File: config.mk
export PLATFORM = sky130hd
export DESIGN_NAME = text_encoding_detector
export DESIGN_NICKNAME = d
export VERILOG_FILES = /design/src/rtl/ted_pkg.sv /design/src/rtl/ted_step.sv /design/src/rtl/text_encoding_detector.sv
export SDC_FILE = /design/constraint.sdc
export NUM_CORES = 1
export LEC_CHECK = 0
export BUFFER_PORTS_ARGS = -buffer_cell sky130_fd_sc_hd__buf_2
export CORE_ASPECT_RATIO = 0.6
export CORE_UTILIZATION = 40
export CTS_BUF_LIST = sky130_fd_sc_hd__clkbuf_4
export CTS_CLUSTER_DIAMETER = 30
export DETAILED_ROUTE_END_ITERATION = 8
export GPL_TIMING_DRIVEN = 1
export PLACE_DENSITY_LB_ADDON = 0.12
export SYNTH_ARGS = -nofsm -noshare
export SYNTH_HDL_FRONTEND = slang
export SYNTH_SLANG_ARGS = --single-unit
export TNS_END_PERCENT = 50
File: constraint.sdc
create_clock -name clk -period 3 [get_ports clk]
set_clock_uncertainty 0.1 [all_clocks]
set_input_delay 0.6 -clock clk [delete_from_list [all_inputs] [get_ports clk]]
set_output_delay 0.6 -clock clk [all_outputs]
set_load 0.05 [all_outputs]
File: src/rtl/ted_pkg.sv
`timescale 1ns / 1ps

package ted_pkg;

  localparam int unsigned DataW   = 8;
  localparam int unsigned EncW    = 3;
  localparam int unsigned InTdataW  = 8;
  localparam int unsigned OutTdataW = 8;

  localparam logic [DataW-1:0] BOM8_B0   = 8'hEF;
  localparam logic [DataW-1:0] BOM8_B1   = 8'hBB;
  localparam logic [DataW-1:0] BOM8_B2   = 8'hBF;
  localparam logic [DataW-1:0] BOM16_FF  = 8'hFF;
  localparam logic [DataW-1:0] BOM16_FE  = 8'hFE;
  localparam logic [DataW-1:0] LEAD2_PAT = 8'hC0;
  localparam logic [DataW-1:0] LEAD2_MSK = 8'hE0;
  localparam logic [DataW-1:0] LEAD3_PAT = 8'hE0;
  localparam logic [DataW-1:0] LEAD3_MSK = 8'hF0;
  localparam logic [DataW-1:0] LEAD4_PAT = 8'hF0;
  localparam logic [DataW-1:0] LEAD4_MSK = 8'hF8;
  localparam logic [DataW-1:0] CONT_PAT  = 8'h80;
  localparam logic [DataW-1:0] CONT_MSK  = 8'hC0;

  typedef enum logic [EncW-1:0] {
    KIND_ANSI     = 3'd0,
    KIND_UTF8     = 3'd1,
    KIND_UTF8_BOM = 3'd2,
    KIND_UTF16LE  = 3'd3,
    KIND_UTF16BE  = 3'd4
  } enc_t;

  typedef struct packed {
    logic [1:0]       bytes_seen;
    logic [DataW-1:0] first_byte;
    logic [DataW-1:0] second_byte;
    logic             utf8_mark_seen;
    logic [1:0]       continuations_due;
    logic             not_utf8;
  } ted_state_t;

  typedef struct packed {
    enc_t encoding;
    logic has_bom;
  } ted_verdict_t;

endpackage

File: src/rtl/ted_step.sv
`timescale 1ns / 1ps

module ted_step (
  input  ted_pkg::ted_state_t       state_i,
  input  logic [ted_pkg::DataW-1:0] data_byte,
  output ted_pkg::ted_state_t       state_o,
  output ted_pkg::ted_verdict_t     verdict_o
);

  ted_pkg::ted_state_t s;
  logic is_cont;

  always_comb begin
    s = state_i;
    is_cont = ((data_byte & ted_pkg::CONT_MSK) == ted_pkg::CONT_PAT);

    // capture the leading bytes for mark detection
    unique case (state_i.bytes_seen)
      2'd0: s.first_byte = data_byte;
      2'd1: s.second_byte = data_byte;
      2'd2: begin
        if (state_i.first_byte == ted_pkg::BOM8_B0 && state_i.second_byte == ted_pkg::BOM8_B1 &&
            data_byte == ted_pkg::BOM8_B2) begin
          s.utf8_mark_seen = 1'b1;
        end
      end
      default: ;
    endcase
    if (state_i.bytes_seen != 2'd3) begin
      s.bytes_seen = state_i.bytes_seen + 2'd1;
    end

    // lax utf-8 continuation check
    if (!state_i.not_utf8) begin
      if (state_i.continuations_due != 2'd0) begin
        if (!is_cont) begin
          s.not_utf8 = 1'b1;
          s.continuations_due = 2'd0;
        end else begin
          s.continuations_due = state_i.continuations_due - 2'd1;
        end
      end else begin
        priority if (!data_byte[ted_pkg::DataW-1]) begin
          s.continuations_due = 2'd0;
        end else if ((data_byte & ted_pkg::LEAD2_MSK) == ted_pkg::LEAD2_PAT) begin
          s.continuations_due = 2'd1;
        end else if ((data_byte & ted_pkg::LEAD3_MSK) == ted_pkg::LEAD3_PAT) begin
          s.continuations_due = 2'd2;
        end else if ((data_byte & ted_pkg::LEAD4_MSK) == ted_pkg::LEAD4_PAT) begin
          s.continuations_due = 2'd3;
        end else begin
          s.not_utf8 = 1'b1;
        end
      end
    end

    state_o = s;

    verdict_o.has_bom = 1'b1;
    priority if (s.utf8_mark_seen) begin
      verdict_o.encoding = ted_pkg::KIND_UTF8_BOM;
    end else if (s.bytes_seen >= 2'd2 && s.first_byte == ted_pkg::BOM16_FF &&
                 s.second_byte == ted_pkg::BOM16_FE) begin
      verdict_o.encoding = ted_pkg::KIND_UTF16LE;
    end else if (s.bytes_seen >= 2'd2 && s.first_byte == ted_pkg::BOM16_FE &&
                 s.second_byte == ted_pkg::BOM16_FF) begin
      verdict_o.encoding = ted_pkg::KIND_UTF16BE;
    end else begin
      verdict_o.has_bom = 1'b0;
      verdict_o.encoding = (s.not_utf8 || s.continuations_due != 2'd0) ?
                           ted_pkg::KIND_ANSI : ted_pkg::KIND_UTF8;
    end
  end

endmodule

File: src/rtl/text_encoding_detector.sv
`timescale 1ns / 1ps

// Classifies a byte stream as ANSI, UTF-8, UTF-8 with BOM, UTF-16 LE or UTF-16 BE. One byte
// is taken per beat on in_tdata, with in_tlast on the final byte of the stream; a stream
// holds at least one byte. Exactly one verdict beat leaves for each stream, after its last
// byte, carrying the encoding code in out_tdata and the byte order mark flag in out_tuser,
// and all stream state clears so the next byte opens a new stream. Bytes are accepted at one
// per cycle: an input register feeds a single stage of shallow classification logic into the
// verdict register, and a byte waits only while a finished verdict is held by out_tready.

module text_encoding_detector (
  input  logic                              clk,
  input  logic                              rst_n,
  input  logic                              in_tvalid,
  output logic                              in_tready,
  input  logic [ted_pkg::InTdataW-1:0]      in_tdata,   // data_byte[7:0]
  input  logic                              in_tlast,   // last_byte
  output logic                              out_tvalid,
  input  logic                              out_tready,
  output logic [ted_pkg::OutTdataW-1:0]     out_tdata,  // encoding[2:0], zero fill
  output logic                              out_tuser   // has_bom
);

  logic                      s1_valid_r;
  logic [ted_pkg::DataW-1:0] s1_data_r;
  logic                      s1_last_r;
  logic                      s1_adv;

  ted_pkg::ted_state_t   state_r;
  ted_pkg::ted_state_t   state_nxt;
  ted_pkg::ted_verdict_t verdict;

  logic                  out_valid_r;
  ted_pkg::ted_verdict_t out_verdict_r;

  assign s1_adv    = s1_valid_r && (!s1_last_r || !out_valid_r || out_tready);
  assign in_tready = !s1_valid_r || s1_adv;

  ted_step u_step (
    .state_i   (state_r),
    .data_byte (s1_data_r),
    .state_o   (state_nxt),
    .verdict_o (verdict)
  );

  always_ff @(posedge clk) begin
    if (!rst_n) begin
      s1_valid_r <= 1'b0;
    end else if (in_tready) begin
      s1_valid_r <= in_tvalid;
    end
  end

  always_ff @(posedge clk) begin
    if (in_tready && in_tvalid) begin
      s1_data_r <= in_tdata[ted_pkg::DataW-1:0];
      s1_last_r <= in_tlast;
    end
  end

  // stream state, cleared after each verdict
  always_ff @(posedge clk) begin
    if (!rst_n) begin
      state_r <= '0;
    end else if (s1_adv) begin
      state_r <= s1_last_r ? '0 : state_nxt;
    end
  end

  always_ff @(posedge clk) begin
    if (!rst_n) begin
      out_valid_r <= 1'b0;
    end else if (s1_adv && s1_last_r) begin
      out_valid_r <= 1'b1;
    end else if (out_tready) begin
      out_valid_r <= 1'b0;
    end
  end

  always_ff @(posedge clk) begin
    if (s1_adv && s1_last_r) begin
      out_verdict_r <= verdict;
    end
  end

  assign out_tvalid = out_valid_r;
  assign out_tdata  = {{(ted_pkg::OutTdataW-ted_pkg::EncW){1'b0}}, out_verdict_r.encoding};
  assign out_tuser  = out_verdict_r.has_bom;

endmodule

==> results.sh <==
export IMPL_synth_top_cell_area_share_pct=25.8
export IMPL_die_area_um2=4950
export IMPL_wire_per_inst_um=16.0
export IMPL_ys_ff_latch=37
export IMPL_muxShareOfSynthArea_pct=1.74
export IMPL_cts_path_max_buffers=2
export IMPL_core_region_area_um2=4280
export IMPL_maxSlewHeadroom_pct=22.3
export IMPL_cts_root_buf="clkbuf_4"
export IMPL_initial_core_util_pct=43.6
export IMPL_crit_path_max_fanout=5
export IMPL_leakage_nw=0.701
export IMPL_vias=1493
export IMPL_h_tree_depth=2
export IMPL_synth_edff_count=13
export IMPL_max_freq_mhz=424
export IMPL_setup_viol=0
export IMPL_die_height_um=54.9
export IMPL_synth_top_cells_by_count="dfxtp_1 (24), nor2b_1 (19), a22oi_1 (17), edfxtp_1 (13), nand2_1 (10)"
export IMPL_drc=0
export IMPL_status="completed"
export IMPL_final_cells=262
export IMPL_r2r_end="out_tdata[0]"
export IMPL_placed_cells=254
export IMPL_setup_ws_ns=0.643
export IMPL_syn_area_um2=1860
export IMPL_die_w_um=90.1
export IMPL_hold_path_depth=1
export IMPL_synthCells=186
export IMPL_postCtsSetupBuffers=0
export IMPL_grt_pass1_vias=1365
export IMPL_yosysTopAreaCell="dfxtp_1"
export IMPL_ant_nets=0
export IMPL_synthSimpleGateAreaFrac_pct=26.4
export IMPL_num_io_pins=24
export IMPL_arrival_ns=2.35
export IMPL_tightestPinTransition_ns=1.16
export IMPL_overflow=0
export IMPL_worstHoldStart="in_tlast"
export IMPL_drv_cap=0
export IMPL_drive_gt1_share_pct=17.3
export IMPL_cp_start_kind="flip-flop"
export IMPL_finalSetupTns_ns=0
export IMPL_yosysSeqAreaShare_pct=46.7
export IMPL_post_place_ws_ns=0.665
export IMPL_cts_resized=0
export IMPL_synth_most_common_cell="dfxtp_1"
export IMPL_synthXorXnorAreaFrac_pct=0.470
export IMPL_dr_pass1_iters=4
export IMPL_antenna_cells=0
export IMPL_hold_path_class="input port to flip-flop"
export IMPL_synth_cell_types=46
export IMPL_synth_avg_cell_area_um2=10.0
export IMPL_worstHoldEndpoint="s1_last_r"
export IMPL_fin_crit_sh_pct=78.6
export IMPL_fp_row_count=18
export IMPL_grt_max_degree=23
export IMPL_hold_viol_final=0
export IMPL_cts_tree="done"
export IMPL_synth_compound_area_share_pct=17.0
export IMPL_antenna_found_initial=0
export IMPL_reg2reg_depth=8
export IMPL_drt_total_wl_um=4200
export IMPL_synth_flop_cell="dfxtp_1"
export IMPL_grt_pass1_wl_um=6870
export IMPL_worstPathRequired_ns=3.00
export IMPL_r2r_setup_slack_ns=0.64
export IMPL_drv_slew=0
export IMPL_synth_area_top_cells="dfxtp_1 (26%), edfxtp_1 (21%), a22oi_1 (6.8%), nor2b_1 (6.4%), buf_4 (2.8%)"
export IMPL_port_buffers=18
export IMPL_rr_startpoint="state_r[1]"
export IMPL_vias_per_cell=5.70
export IMPL_drt_iter0_drc=86
export IMPL_path_clk_slew_ns=0.12
export IMPL_grtUsageTotal_pct=18.9
export IMPL_end_kind="flip-flop"
export IMPL_synthAdderAreaFrac_pct=0.671
export IMPL_syn_to_final_growth_pct=8.93
export IMPL_fin_crit_ns=2.36
export IMPL_async_flop_share_pct=0
export IMPL_synth_top_family_by_area="simple AND/OR/NAND/NOR gates"
export IMPL_synth_warnings=0
export IMPL_numCtsBuffers=5
export IMPL_gp_congestion=0.910
export IMPL_rsz0062_at_grt="false"
export IMPL_ir_drop_mv=0.215
export IMPL_nFillCells=398
export IMPL_fin_nets=215
export IMPL_cts_hold_buf=0
export IMPL_crit_type="flip-flop to flip-flop"
export IMPL_power_density_nw_per_um2=502
export IMPL_hpwl_um=2990
export IMPL_clk_latency_ns=0.35
export IMPL_clock_sinks=37
critical path: stages, from the launching register on:
cell	delay (ns)
dfxtp_1	0.43
inv_1	0.09
ha_1	0.33
nor4b_4	0.30
a311oi_1	0.10
a221oi_2	0.26
nor4_2	0.10
a21boi_1	0.14
o31a_1	0.28
worst max path at each step:
stage	cells after the start	startpoint	end	slack [ns]
finish	8	state_r[1]	out_tdata[0]	0.64
global route	8	state_r[1]	out_tdata[0]	0.53
CTS	8	state_r[1]	out_tdata[0]	0.64
detailed placement	8	state_r[1]	out_tdata[0]	0.67
global placement	8	state_r[1]	out_tdata[0]	0.76
floorplan	8	state_r[1]	out_tdata[0]	0.84
layer usage:
metal  global-route usage [%]  wire (um)  part of all wire (%)
met4                     8.06         59                   1.4
met1                     25.7       2090                    50
met5                        0          0                     0
met2                     28.4       1710                    41
met3                     5.28        330                   7.9
cell type report:
class,count,area (um^2),area share (%)
multi-input cells,131,882,43.4
flip-flops and latches,37,871,42.9
repair buffers,19,97.6,4.81
well taps,60,75.1,3.70
clock buffers,6,45.0,2.22
clock inverters,2,33.8,1.66
inverters,7,26.3,1.29
layout by cell type (no fill, tap or decap), drive strengths merged, types with 2 or more instances in the layout:
master	n
a21boi	3
nand4	5
clkbuf	6
nor4b	2
nor2	9
nor3	6
nor4bb	3
and2	2
mux2i	2
a31oi	4
nand2b	4
buf	19
nor4	4
nand3	9
conb	5
dfxtp	24
o21ai	5
inv	7
edfxtp	13
nor2b	19
o21a	3
nand2	10
a21oi	6
a22oi	17
where the power goes:
group / switching, mW / total, mW / internal, mW
sequential: 0.0263 / 0.562 / 0.536
combinational: 0.0669 / 0.106 / 0.0387
clock: 0.170 / 0.353 / 0.183
total: 0.263 / 1.02 / 0.757
flip-flops by register name, summed over array words and instances, names as in the netlist:
name / cells
state_r: 22
s1_data_r: 8
out_tdata: 3
out_tuser: 1
s1_valid_r: 1
s1_last_r: 1
out_tvalid: 1
logic make-up (layout without fill, tap and decap cells):
group / Yosys count / in the layout
adders and majority gates: 1 / 1
xor gates and xnor gates: 1 / 1
and+or+nand+nor: 77 / 77
AOI/OAI and AO/OA: 45 / 45
other: 1 / 5
DFF: 37 / 37
buffers and inverters: 22 / 34
muxes: 2 / 2
per-stage QoR:
stage	hold WS, ns	cell area (um^2)	power [mW]	utilization, %
6_report	0.313	2030	1.02	47.5
5_1_grt	0.282	2030	1.07	47.5
4_1_cts	0.298	2030	1.03	47.5
3_5_place_dp	0.411	1950	0.678	45.6
3_3_place_gp	0.383	1950	0.676	45.6
2_1_floorplan	0.368	1880	0.658	-
Power figures use the tool's default switching activity.
